===== config.mk =====
export PLATFORM = sky130hd
export DESIGN_NAME = srgblab_cdiv
export DESIGN_NICKNAME = d
export VERILOG_FILES = /design/src/rtl/core/srgblab_pkg.sv /design/src/rtl/core/srgblab_cdiv.sv
export SDC_FILE = /design/constraint.sdc
export NUM_CORES = 1
export LEC_CHECK = 0
export ABC_CLOCK_PERIOD_IN_PS = 800
export BUFFER_PORTS_ARGS = -buffer_cell sky130_fd_sc_hd__buf_2
export CORE_MARGIN = 2
export CORE_UTILIZATION = 30
export CTS_CLUSTER_DIAMETER = 200
export DETAILED_ROUTE_END_ITERATION = 10
export GPL_TIMING_DRIVEN = 0
export PLACE_DENSITY = 0.49
export SETUP_SLACK_MARGIN = 0.2
export SYNTH_ARGS = -nofsm -noshare
export SYNTH_HDL_FRONTEND = slang
export SYNTH_SLANG_ARGS = --single-unit
export TNS_END_PERCENT = 5

===== constraint.sdc =====
create_clock -name clk -period 0.8 [get_ports clk]
set_input_delay 0.04 -clock clk [delete_from_list [all_inputs] [get_ports clk]]
set_output_delay 0.04 -clock clk [all_outputs]
set_load 0.01 [all_outputs]

===== src/rtl/core/srgblab_pkg.sv =====
package srgblab_pkg;

	localparam int XYZ_FRAC_DEF = 15;
	localparam int LAB_FRAC_DEF = 7;

	// Q31 values with one integer bit (1.0 = 2^31)
	localparam int Q_W = 32;
	localparam logic [63:0] ONE_Q31 = 64'd1 << 31;

	localparam int LIN_PROD_W = 52;
	localparam int SUM_W = 54;

	localparam logic [63:0] WHITE_SCALE = 64'd100000;
	localparam logic [63:0] WHITE_X = 64'd95047;
	localparam logic [63:0] WHITE_Z = 64'd108883;
	localparam logic [63:0] LIN_SLOPE = 64'd24389;
	localparam logic [63:0] LIN_OFFSET = 64'd432 << 31;
	localparam logic [63:0] LIN_DIV = 64'd3132;
	localparam logic [63:0] KNEE = 64'd216 << 31;

	// register stages of the constant divider and cube-root units
	localparam int DIV_LAT = 2;
	localparam int CBRT_LAT = Q_W + 1;
	localparam int COMP_LAT = CBRT_LAT + 2;

	typedef logic [Q_W-1:0] q31_t;
	typedef q31_t lin_lut_t [256];
	typedef logic [19:0] coef_t;

	localparam coef_t MAT [3][3] = '{
		'{20'd432492, 20'd374946, 20'd189202},
		'{20'd223004, 20'd749891, 20'd75681},
		'{20'd20273, 20'd124982, 20'd996466}
	};

	function automatic logic [63:0] mulq(input logic [63:0] a, input logic [63:0] b);
		logic [63:0] p;
		p = a * b;
		return p >> 31;
	endfunction

	function automatic logic [63:0] pow5q(input logic [63:0] r);
		logic [63:0] a;
		a = r;
		for (int i = 0; i < 4; i++) begin
			a = mulq(a, r);
		end
		return a;
	endfunction

	function automatic logic [63:0] root5q(input logic [63:0] v);
		logic [63:0] r;
		logic [63:0] cand;
		r = '0;
		for (int b = 31; b >= 0; b--) begin
			cand = r | (64'd1 << b);
			if (cand <= ONE_Q31 && pow5q(cand) <= v) begin
				r = cand;
			end
		end
		return r;
	endfunction

	function automatic logic [63:0] lin_of(input logic [63:0] c);
		logic [63:0] t;
		logic [63:0] t2;
		logic [63:0] res;
		if (c <= 64'd10) begin
			res = ((c * 64'd10) << 31) / 64'd32946;
		end else begin
			t = ((64'd40 * c + 64'd561) << 31) / 64'd10761;
			t2 = mulq(t, t);
			res = mulq(t2, root5q(t2));
		end
		return res;
	endfunction

	function automatic lin_lut_t build_lut();
		lin_lut_t lut;
		for (int c = 0; c < 256; c++) begin
			lut[c] = Q_W'(lin_of(64'(c)));
		end
		return lut;
	endfunction

	// sRGB code to linear light, Q31
	localparam lin_lut_t LIN_LUT = build_lut();

endpackage


===== src/rtl/core/srgblab_cdiv.sv =====
// Constant divider: quo = floor((a * MULT + ADD) / DIVISOR) by reciprocal multiplication.
// The reciprocal carries enough fraction bits that its error stays below 1/DIVISOR over
// every a under 2^IN_W, so the quotient is exact. Split the product in two halves.
module srgblab_cdiv
	import srgblab_pkg::*;
#(
	parameter int IN_W = 32,
	parameter int QUO_W = 32,
	parameter logic [63:0] MULT = 64'd1,
	parameter logic [63:0] ADD = 64'd0,
	parameter logic [63:0] DIVISOR = 64'd1
) (
	input  logic             clk,
	input  logic             en,
	input  logic [IN_W-1:0]  a,
	output logic [QUO_W-1:0] quo
);

	localparam int SH = IN_W + $clog2(DIVISOR);
	localparam logic [127:0] RM =
		((128'(MULT) << SH) + 128'(DIVISOR) - 128'd1) / 128'(DIVISOR);
	localparam logic [127:0] RC =
		((128'(ADD) << SH) + 128'(DIVISOR) - 128'd1) / 128'(DIVISOR);
	localparam int M_W = $clog2(RM + 128'd1);
	localparam int LO_W = (M_W + 1) / 2;
	localparam int HI_W = M_W - LO_W;
	localparam logic [LO_W-1:0] M_LO = RM[LO_W-1:0];
	localparam logic [HI_W-1:0] M_HI = RM[M_W-1:LO_W];

	logic [IN_W+LO_W-1:0] plo_s1;
	logic [IN_W+HI_W-1:0] phi_s1;
	logic [127:0]         acc;
	logic [QUO_W-1:0]     quo_s2;

	always_ff @(posedge clk) begin
		if (en) begin
			plo_s1 <= (IN_W+LO_W)'(a) * (IN_W+LO_W)'(M_LO);
			phi_s1 <= (IN_W+HI_W)'(a) * (IN_W+HI_W)'(M_HI);
		end
	end

	assign acc = (128'(phi_s1) << LO_W) + 128'(plo_s1) + RC;

	always_ff @(posedge clk) begin
		if (en) begin
			quo_s2 <= acc[SH +: QUO_W];
		end
	end

	assign quo = quo_s2;

endmodule


* Word level (Yosys, flattened, before mapping)
Index checks and enable logic that the tools add are counted.
Widths: inputs -> output; s select.
** Word-level totals
- Register bits :: 64
- Input bits :: 34

* Logic depth before layout (Yosys ltp)
- Word-level depth :: 0
- Gate-level depth with buffers :: 0
- Depth with buffers taken out :: 0

* Worst setup path before layout
Ideal clock, no wire load.
- Path kind :: reg-to-reg
- Start :: register phi_s1[15]
- End :: register quo_s2[0] (netlist: quo[0]) (data pin)
- Arrival :: 0.323 ns
- Required time :: 0.534 ns
- Slack :: 0.211 ns
- Cell stages (with the launch flop) :: 1
- Period minus slack after synthesis :: 0.589 ns
- Path through :: edfxtp_1
** RTL lines
- start, declared :: line srgblab_cdiv.sv:31 : logic [IN_W+HI_W-1:0] phi_s1;
- start signal, assigned :: line srgblab_cdiv.sv:38 : phi_s1 <= (IN_W+HI_W)'(a) * (IN_W+HI_W)'(M_HI);
- end signal, assigned :: line srgblab_cdiv.sv:46 : quo_s2 <= acc[SH +: QUO_W];
- end, declared :: line srgblab_cdiv.sv:33 : logic [QUO_W-1:0] quo_s2;
No word-level cell between the ends.

* Worst setup path after layout
- Start :: register quo_s2[21] (netlist: quo[21])
- End :: output port quo[21]
** RTL lines
- end, declared :: line srgblab_cdiv.sv:16 : output logic [QUO_W-1:0] quo
No word-level cell between the ends.

==> results.sh <==
export IMPL_hold_path_end="phi_s1[16]"
export IMPL_fillers=558
export IMPL_hold_viol=0
export IMPL_clock_root_buffer="clkbuf_8"
export IMPL_htreeDepth=3
export IMPL_hp_start="a[1]"
export IMPL_cts_tree="built"
export IMPL_ys_ff_latch=64
export IMPL_dp_slack_ps=-680
export IMPL_syn_nets=98
export IMPL_multiInputGateArea_um2=0
export IMPL_cp_cell_sequence="buf_2"
export IMPL_crit_type="reg2out"
export IMPL_num_antenna_cells=0
export IMPL_routedWlPerCell_um=11.7
export IMPL_core_um2=6280
export IMPL_tightest_slew_ps=558
export IMPL_detail_route_antenna_nets=0
export IMPL_routabilityCongestion=0.719
export IMPL_finalCritPeriodShare=1.13
export IMPL_avgSynthCellArea_um2=30.0
export IMPL_final_max_slew_viol_count=0
export IMPL_timing_critical_path_buf_inv=1
export IMPL_synthTopCellsByArea="edfxtp_1"
export IMPL_status="finished, violations left"
export IMPL_period_needed_ps=906
export IMPL_die_h_um=84.0
export IMPL_max_cap_viol_count=0
export IMPL_num_nets_final=206
export IMPL_yosys_area_top_type="edfxtp_1"
export IMPL_multi_input_gates=0
export IMPL_end_kind="output pin"
export IMPL_timing_critical_path_from="quo[21]"
export IMPL_seq_area_um2=1920
export IMPL_io_pins=66
export IMPL_syn_area_um2=1920
export IMPL_violations="setup timing"
export IMPL_r2r_end="quo[24]"
export IMPL_area_growth_pct=49.5
export IMPL_grt_max_degree=65
export IMPL_tns_ps=-2410
export IMPL_viasPerCell=3.90
export IMPL_slowest_delay_ps=390
export IMPL_layout_drive_gt1_share=0.458
export IMPL_die_w_um=84.0
export IMPL_rsz0062_at_grt="yes"
export IMPL_antenna_found_initial=0
export IMPL_ir_drop_v=0.00145
export IMPL_grt_pass1_vias=978
export IMPL_r2r_start="phi_s1[39]"
export IMPL_drt_iter0_markers=37
export IMPL_start_kind="flop"
export IMPL_power_leakage_nw=1.15
export IMPL_worstPathArrival_ps=870
export IMPL_vias=991
export IMPL_initial_core_util=0.306
export IMPL_dieArea_um2=7060
export IMPL_crit_family="flip-flops"
export IMPL_critPathSlowestCell="edfxtp_1"
export IMPL_clock_skew_final_ps=5.44
export IMPL_io_buffers=65
export IMPL_pwr_density_cell_nw_per_um2=2470
export IMPL_overflow=0
export IMPL_netlist_instances=64
export IMPL_seq_area_frac_synth=1.00
export IMPL_grt_pass1_wl_um=4640
export IMPL_worst_slack_ps=-106
export IMPL_drt_wl_total_um=2970
export IMPL_clk_pin_slew_ps=70
export IMPL_synth_top_area_frac=1.00
export IMPL_ys_types=1
export IMPL_worst_endpoint_required_ps=760
export IMPL_grt_usage=0.0904
export IMPL_yosys_warnings=0
export IMPL_dr_pass1_iters=4
export IMPL_min_path_type="in2reg"
export IMPL_clkLatencyLatePin_ps=330
export IMPL_cts_buffer_depth=2
export IMPL_worst_path_max_fanout=1
export IMPL_worstHoldPathCells=2
export IMPL_hpwl_um=1800
export IMPL_worstRegToRegCells=0
export IMPL_cts_sinks=64
export IMPL_setup_viol=32
export IMPL_ff2ff_setup_slack_ps=170
export IMPL_fmax_mhz=1100
export IMPL_rows=29
export IMPL_cts_buffers=9
export IMPL_drc_errors=0
export IMPL_relSlewSlack=0.628
cell families (layout without fill, tap and decap cells):
family / after synthesis / in the layout / synth area share
buffers and inverters: 0 / 113 / 0
DFF: 64 / 64 / 1.00
area by class of cell:
type | count | share of cell area
tap | 77 | 0.0335
clock buffer | 9 | 0.0431
clock inverter | 7 | 0.0248
sequential | 64 | 0.669
timing repair buffer | 97 | 0.230
routing by layer:
metal,share of wire,routed length [um],GRT usage,vias to the layer above
met2,0.46,1370,0.131,43
met4,0.036,107,0.0792,0
li1,-,-,-,478
met3,0.076,227,0.0386,8
met5,0,0,0,-
met1,0.43,1270,0.100,462
metrics by stage:
step                       util  hold WS (ps)  area [um^2]  std cells  power [W]
after global placement    0.373           218         2340        206    0.00440
final                     0.458          71.8         2870        254    0.00711
after floorplan               -           139         1920         64    0.00416
after global routing      0.458          83.8         2870        254    0.00743
after CTS                 0.456           181         2870        254    0.00723
after detailed placement  0.373           218         2340        206    0.00441
worst max path at each step:
stage / to / depth (start not counted)
3_5_place_dp: quo[17] / 1
4_1_cts: quo[24] / 1
6_report: quo[21] / 1
2_1_floorplan: quo[0] / 0
3_3_place_gp: quo[11] / 1
5_1_grt: quo[21] / 1
layout by cell type (no fill, tap or decap):
cell type	synthesis	layout
dlymetal6s4s_1	0	3
edfxtp_1	64	64
dlygate4sd3_1	0	29
buf_6	0	1
clkinv_4	0	2
buf_2	0	64
clkinv_2	0	3
inv_6	0	1
clkbuf_8	0	9
bufinv_16	0	1
cell usage after synthesis:
cell	count
edfxtp_1	64
registers in the layout, indices dropped and copies added (netlist names):
name,flops
phi_s1,32
quo,32
timing repair:
item,4_1_cts,5_1_grt
buffers inserted,0,0
endpoints found under the hold margin,32,0
setup endpoints to repair,126,66
gates resized for setup,2,3
hold buffers,32,0
report_power, final:
| part | leakage (nW) | internal [W] | total [W] | switching, W |
|---|---|---|---|---|
| Combinational | 0.418 | 0.000231 | 0.000419 | 0.000188 |
| Clock | 0.103 | 0.00144 | 0.00265 | 0.00121 |
| Sequential | 0.626 | 0.00398 | 0.00403 | 0.0000561 |
Power figures use the tool's default switching activity.
